[src/bee_pkg.sv]
// Package for the bootstrap error estimator: constants, command codes, types.
// No dependencies.
`timescale 1ns / 1ps
package bee_pkg;
  localparam int MAX_SAMPLES = 4096;
  localparam int ADDR_W = $clog2(MAX_SAMPLES);
  localparam int CNT_W = ADDR_W + 1;
  localparam logic [31:0] LAG_MODULUS = 32'd2147483579;
  localparam logic [31:0] LCG_MUL = 32'd69069;
  localparam logic [31:0] LCG_ADD = 32'd1013904243;
  localparam logic [1:0] CMD_LOAD = 2'd0;
  localparam logic [1:0] CMD_RUN = 2'd1;
  localparam logic [1:0] CMD_CLEAR = 2'd2;
  localparam logic [1:0] CMD_RESEED = 2'd3;
  localparam logic [2:0] REG_COUNT = 3'd0;
  localparam logic [2:0] REG_SEED_A = 3'd1;
  localparam logic [2:0] REG_SEED_B = 3'd2;
  localparam logic [2:0] REG_SEED_C = 3'd3;
  localparam logic [2:0] REG_LCG = 3'd4;
  localparam logic [1:0] ST_OK = 2'd0;
  localparam logic [1:0] ST_EMPTY = 2'd1;
  localparam logic [1:0] ST_SAT = 2'd2;
  typedef struct packed {
    logic        start;
    logic [63:0] dividend;
    logic [63:0] divisor;
    logic        is_signed;
  } div_req_t;
endpackage

[src/bee_div.sv]
// Iterative 64-bit restoring divider, one quotient bit per cycle.
// Depends on bee_pkg. Signed mode truncates toward zero.
`timescale 1ns / 1ps
module bee_div (
  input  logic              clk,
  input  logic              rst,
  input  bee_pkg::div_req_t req,
  output logic              busy,
  output logic [63:0]       quot
);
  logic [63:0] rem, q, dvs;
  logic [6:0] cnt;
  logic neg;
  logic [64:0] trial;
  logic [63:0] q_step;
  assign trial = {rem[63:0], q[63]} - {1'b0, dvs};
  assign q_step = {q[62:0], ~trial[64]};
  always_ff @(posedge clk) begin
    if (rst) begin
      busy <= 1'b0;
    end else if (req.start) begin
      busy <= 1'b1;
      cnt <= 7'd64;
      rem <= '0;
      dvs <= req.divisor;
      neg <= req.is_signed & req.dividend[63];
      q <= (req.is_signed & req.dividend[63]) ? (~req.dividend + 64'd1) : req.dividend;
    end else if (busy) begin
      if (!trial[64]) begin
        rem <= trial[63:0];
      end else begin
        rem <= {rem[62:0], q[63]};
      end
      // sign fixup folded into the last step so quot is final when busy drops
      q <= (cnt == 7'd1 && neg) ? (~q_step + 64'd1) : q_step;
      cnt <= cnt - 7'd1;
      if (cnt == 7'd1) busy <= 1'b0;
    end
  end
  assign quot = q;
endmodule

[config.mk]
export PLATFORM = sky130hd
export DESIGN_NAME = bee_div
export DESIGN_NICKNAME = d
export VERILOG_FILES = /design/src/bee_pkg.sv /design/src/bee_div.sv
export SDC_FILE = /design/constraint.sdc
export NUM_CORES = 1
export LEC_CHECK = 0
export BUFFER_PORTS_ARGS = -buffer_cell sky130_fd_sc_hd__buf_2
export CAP_MARGIN = 20
export CORE_ASPECT_RATIO = 0.75
export CORE_UTILIZATION = 35
export DETAILED_ROUTE_END_ITERATION = 12
export PLACE_DENSITY_LB_ADDON = 0.05
export SYNTH_ARGS = -nofsm -noshare
export SYNTH_HDL_FRONTEND = slang
export SYNTH_SLANG_ARGS = --single-unit
[constraint.sdc]
create_clock -name clk -period 10.9 [get_ports clk]
set_input_delay 1.09 -clock clk [delete_from_list [all_inputs] [get_ports clk]]
set_output_delay 1.09 -clock clk [all_outputs]
set_load 0.01 [all_outputs]
==> results of run 1 <==
-- routing by layer --
metal | vias up | track usage [%] | part of all wire [%]
met4 | 0 | 4.18 | 1.7
met2 | 473 | 29.9 | 38
met3 | 50 | 3.97 | 7.8
met1 | 6721 | 36.1 | 52
met5 | - | 0 | 0
li1 | 6710 | - | -
-- through the flow --
step / instances / power [uW] / utilization [%]
2_1_floorplan: 1729 / 1480 / -
3_3_place_gp: 2430 / 1690 / 39.5
3_5_place_dp: 2430 / 1690 / 39.5
4_1_cts: 2478 / 2570 / 41.5
5_1_grt: 2481 / 2690 / 41.5
6_report: 2481 / 2550 / 41.5
-- registers in the layout, indices dropped and copies added (netlist names) --
name	count
busy	1
cnt	7
dvs	64
neg	1
quot	64
rem	64
-- cell families after synthesis --
logic type	Yosys count	synth area share (%)
simple gates	659	21.4
compound gates	477	20.1
flops	201	39.4
buf+inv	174	4.70
xor+xnor	143	8.20
fa+ha+maj	69	5.70
mux	6	0.401
-- layout make-up --
cell class	count	area, um^2	share of cell area (%)
diodes	3	7.51	0.0425
clock buffers	28	679	3.85
clock inverters	20	165	0.936
inverters	91	343	1.94
multi-input cells	1354	8580	48.6
flip-flops and latches	201	6030	34.1
well taps	569	712	4.03
repair buffers	215	1130	6.40
-- where the power goes --
| part | leakage, uW | total (uW) | internal (uW) | switching [uW] |
|---|---|---|---|---|
| clock network | 0.000403 | 867 | 498 | 369 |
| registers | 0.00192 | 982 | 934 | 48.3 |
| logic | 0.00448 | 701 | 258 | 444 |
| total | 0.00681 | 2550 | 1690 | 860 |
-- synth_stat cells (10+ instances only) --
library cell | n | area (um^2)
nand2b_1 | 15 | 93.8
a31oi_1 | 17 | 106
buf_2 | 13 | 65.1
edfxtp_1 | 200 | 6010
and2_1 | 13 | 81.3
nand3_1 | 72 | 360
a22oi_1 | 20 | 150
nand2_1 | 212 | 796
or3_1 | 21 | 131
o21a_1 | 12 | 90.1
xor2_1 | 69 | 604
nand4_1 | 33 | 206
buf_4 | 11 | 82.6
nor2_1 | 116 | 435
xnor2_1 | 74 | 648
nor4_1 | 16 | 100
o211ai_1 | 10 | 75.1
clkbuf_1 | 56 | 210
a21o_1 | 33 | 248
o41ai_1 | 13 | 114
nor2b_1 | 39 | 244
a21oi_1 | 169 | 846
a2111o_1 | 13 | 146
and3_1 | 17 | 106
inv_1 | 90 | 338
o21bai_1 | 12 | 90.1
o21ai_0 | 91 | 455
nor3_1 | 59 | 295
o31ai_1 | 24 | 180
ha_1 | 68 | 851
-- worst max-delay path: cells and delay by family, from the launching register on --
kind / cells / cell delay, ps
AOI/OAI and AO/OA: 8 / 1990
and+or+nand+nor: 8 / 1920
adders and majority gates: 3 / 570
DFF: 1 / 400
buffers and inverters: 2 / 170
xor gates and xnor gates: 1 / 100
-- final timing paths --
kind,start,end,slack [ps],cells past startpoint
min,rem[43]$_SDFFCE_PP0P_,rem[44]$_SDFFCE_PP0P_,590,2
max,quot[63]$_DFFE_PP_,quot[50]$_DFFE_PP_,5450,22
max reg2reg,quot[63]$_DFFE_PP_,quot[50]$_DFFE_PP_,5450,22
min reg2reg,rem[43]$_SDFFCE_PP0P_,rem[44]$_SDFFCE_PP0P_,590,2
==> impl_metrics.csv, run 1 <==
group,metric,value,unit
job,cap_violations,0,
timing,hold_viol,0,
power_and_ir_drop,ir_drop,0.000115,V
die,die_width,243,um
cells_and_area,drive_gt1_share,15.5,%
logic_synthesis,ys.flop_type,"edfxtp_1",
timing,finalWorstSetupSlack,5450,ps
grt,grt_pass1_vias,12900,
cells_and_area,design_area,0.0176,mm^2
critical_path,crit_type,"flop to flop",
cells_and_area,layout_commonest_cell,"nand2_1",
logic_synthesis,avgSynthCellArea,8.84,um^2
clock_tree,cts_hold_buf,0,
timing,maxSlewHeadroom,35.5,%
power_and_ir_drop,p_leak,0.00681,uW
logic_synthesis,yosysUniqueCellTypes,83,
cells_and_area,syn_to_final_growth,15.5,%
placed_design,pre_cts_slack,5460,ps
clock_tree,tritoncts,"yes",
logic_synthesis,synth_fp_nets,1930,
grt,grt_start_max_net_pins,90,
critical_path,critPathRequiredTime,11160,ps
timing,worstMarginPinSlew,955,ps
cells_and_area,fin_nets,2090,
logic_synthesis,ys_ff_latch,201,
clock_tree,root_buffer,"clkbuf_16",
timing,fmax,184,MHz
routing,wire_per_inst,20.3,um
status,status,"finished clean",
power_and_ir_drop,p_per_area,145,mW/mm^2
grt,antenna_found_initial,3,
clock_tree,cts_buffers,26,
critical_path,path_max_fanout,4,
clock_tree,htreeDepth,1,
timing,setup_tns,0,ps
logic_synthesis,yosysWarnings,0,
logic_synthesis,syn_area,0.0153,mm^2
logic_synthesis,ys_async_sr_fraction,0,%
logic_synthesis,syn_inst,1729,
clock_tree,cts_resized,0,
routing,wl,50.3,mm
timing,fin_worst_skew,22.4,ps
grt,grt_first_pass_wirelength,77.3,mm
timing,setup_violations,0,
placed_design,placed_area,0.0168,mm^2
routing,vias_per_cell,5.62,
timing,finalCriticalPeriod,5450,ps
clock_tree,clk_pin_slew,70,ps
clock_tree,clk_latency,560,ps
routing,via_count,14000,
critical_path,path_cells,"inv_1 > ha_1 > fa_1 > nand2b_1 > a21oi_1 > o211ai_2 > o21ai_2 > a221o_1 > a31o_2 > a2111oi_4 > nor4_4 > clkinv_2 > ha_1 > nor2b_1 > nand3_1 > nor3_1 > and3_1 > nand2_1 > o21ai_0 > xnor2_1 > nor2_1 > a21oi_1",
critical_path,crit_path_max_incr_delay,450,ps
die,dieArea,0.0445,mm^2
logic_synthesis,ys_seq_area_share,39.4,%
clock_tree,post-cts-setup-buffers,0,
die,io_pins,197,
placed_design,gp_congestion,0.886,
die,die_h,183,um
cells_and_area,n_fill_cell,4278,
worst_hold_path,hp-class,"flop to flop",
timing,hold_slack,586,ps
placed_design,port_buffers,196,
clock_tree,ctsLongestPathBuffers,3,
critical_path,arrival,5710,ps
routing,drt_iter0_drc,1280,
critical_path,slowest_stage,"nor3_1",
routing,ant_nets,0,
cells_and_area,layout_common_cells,"212 x nand2_1, 200 x edfxtp_1, 195 x buf_2",
routing,drtPass1Iterations,7,
die,core_area,0.0425,mm^2
critical_path,critPathCaptureType,"flop",
grt,track_usage,22.3,%
die,rows,65,
die,start_util,35.9,%
timing,finalCritPeriodShare,50.0,%
timing,slew_violations,0,
logic_synthesis,synth-edff-count,200,
clock_tree,clock-sinks,201,
placed_design,dp_hpwl,36.6,mm
critical_path,cp-start-kind,"flop",
timing,rsz0062_at_grt,"false",
routing,drc,0,
grt,overflow,0,
No activity file was read; power rests on OpenSTA's default activity.
==> run 2, diff against run 1 <==
Clock period 10.9 ns to 5.1 ns, I/O delays scaled along.
==> impl_metrics.csv, run 2 (synthesis results as in run 1) <==
group,metric,value,unit
status,status,"finished clean",
grt,antenna_found_initial,4,
critical_path,crit_type,"flop to flop",
critical_path,path_max_fanout,3,
timing,rsz0062_at_grt,"false",
die,start_util,35.9,%
grt,use_met2,30.3,%
grt,grt_use_met1,35.8,%
routing,wl,51.1,mm
critical_path,cp-start-kind,"flop",
timing,finalCritPeriodShare,94.2,%
routing,drtPass1Iterations,5,
routing,wire_per_inst,20.4,um
timing,maxSlewHeadroom,26.7,%
cells_and_area,final_cells,2500,
cells_and_area,syn_to_final_growth,16.6,%
die,core_area,0.0425,mm^2
clock_tree,clk_pin_slew,70,ps
placed_design,port_buffers,196,
routing,drc,0,
clock_tree,cts_hold_buf,0,
grt,grt_pass1_vias,13200,
placed_design,dp_hpwl,37.1,mm
grt,grt_util_met3,4.54,%
cells_and_area,layout_commonest_cell,"nand2_1",
job,cap_violations,0,
placed_design,dp.cells,2452,
placed_design,gp_congestion,0.897,
die,io_pins,197,
critical_path,path_buf_inv,3,
timing,worstMarginPinSlew,1090,ps
clock_tree,tritoncts,"yes",
grt,grt_first_pass_wirelength,78.4,mm
clock_tree,root_buffer,"clkbuf_16",
routing,via_count,13900,
die,die_h,183,um
cells_and_area,fin_nets,2112,
grt,grt_start_max_net_pins,122,
grt,track_usage,22.6,%
power_and_ir_drop,p_leak,0.00691,uW
clock_tree,htreeDepth,1,
clock_tree,ctsLongestPathBuffers,3,
routing,drt_iter0_drc,1094,
critical_path,arrival,5100,ps
timing,fin_worst_skew,27.8,ps
placed_design,pre_cts_slack,195,ps
timing,finalCriticalPeriod,4800,ps
timing,setup_tns,0,ps
timing,setup_violations,0,
routing,vias_per_cell,5.57,
clock_tree,clk_latency,570,ps
worst_hold_path,hp-class,"input pin to flop",
timing,finalWorstSetupSlack,296,ps
critical_path,cp_top_family,"compound AO/OA/AOI/OAI gates",
grt,overflow,0,
critical_path,path_cells,"inv_1 > ha_1 > fa_1 > nand2b_4 > a21oi_1 > o211ai_2 > o21ai_2 > a221o_1 > a31o_2 > a2111oi_4 > nor4_4 > clkinv_2 > ha_1 > nor2b_4 > nand4_1 > or4_1 > o41ai_2 > buf_4 > xnor2_1 > nor2_1 > a21oi_1",
critical_path,critPathRequiredTime,5390,ps
critical_path,slowest_stage,"or4_1",
clock_tree,cts_buffers,25,
die,die_width,243,um
critical_path,crit_path_max_incr_delay,540,ps
timing,hold_viol,0,
grt,top_usage_layer,"met1",
timing,slew_violations,0,
clock_tree,clock-sinks,201,
routing,ant_nets,0,
cells_and_area,layout_common_cells,"211 x nand2_1, 200 x edfxtp_1, 195 x buf_2",
die,rows,65,
power_and_ir_drop,p_per_area,303,mW/mm^2
critical_path,critPathCaptureType,"flop",
timing,fmax,208,MHz
die,dieArea,0.0445,mm^2
cells_and_area,drive_gt1_share,16.6,%
power_and_ir_drop,ir_drop,0.000230,V
==> run 2: what timing repair did <==
| item | 4_1_cts | 5_1_grt |
|---|---|---|
| gates resized for setup | 0 | 11 |
| endpoints found under the setup margin | 0 | 12 |
| buffers inserted | 0 | 1 |
==> run 2: stage by stage <==
stage | cell area [um^2] | power [uW] | utilization [%] | hold WS, ps
6_report | 17800 | 5400 | 41.9 | 119
5_1_grt | 17800 | 5700 | 41.9 | 98.2
4_1_cts | 17800 | 5450 | 41.7 | 88.1
3_5_place_dp | 17000 | 3640 | 39.9 | 589
3_3_place_gp | 17000 | 3640 | 39.9 | 577
2_1_floorplan | 15300 | 3160 | - | 557
==> run 2: layout make-up <==
class / count / area, um^2
clock buffer: 27 / 633
inverter: 91 / 343
clock inverter: 17 / 153
multi-input combinational: 1354 / 8610
sequential: 201 / 6030
antenna: 3 / 7.51
tap: 569 / 712
timing repair buffer: 238 / 1330
fill: 4285 / 24700
==> run 2: worst paths after layout <==
| kind | start | end | slack (ps) | cells after the start |
|---|---|---|---|---|
| max | quot[63]$_DFFE_PP_ | quot[38]$_DFFE_PP_ | 300 | 21 |
| min | req[30] | dvs[29]$_DFFE_PP_ | 120 | 1 |
| max reg2reg | quot[63]$_DFFE_PP_ | quot[38]$_DFFE_PP_ | 300 | 21 |
| min reg2reg | rem[58]$_SDFFCE_PP0P_ | rem[59]$_SDFFCE_PP0P_ | 590 | 2 |
==> run 2: routing by layer <==
layer  routed length, um  up-vias  share of wire, %
met3                3510       50               6.9
li1                    -     6747                 -
met2               19800      418                39
met4                1010        2               2.0
met1               26800     6707                52
met5                  13        -             0.025
==> run 2: power by group <==
group	switching [uW]	leakage, uW	internal, uW	total [uW]
sequential	104	0.00192	2000	2100
combinational	952	0.00461	571	1520
clock	780	0.000379	1000	1780
total	1840	0.00691	3570	5400
==> run 2: worst register-to-register path, delay by kind of cell (launching register included) <==
family / cells / cell delay [ps]
AO/OA/AOI/OAI: 8 / 1950
XOR/XNOR: 1 / 50
adder cells (fa/ha/maj): 3 / 590
buffers and inverters: 3 / 330
flip-flops: 1 / 400
AND/OR/NAND/NOR: 6 / 1190
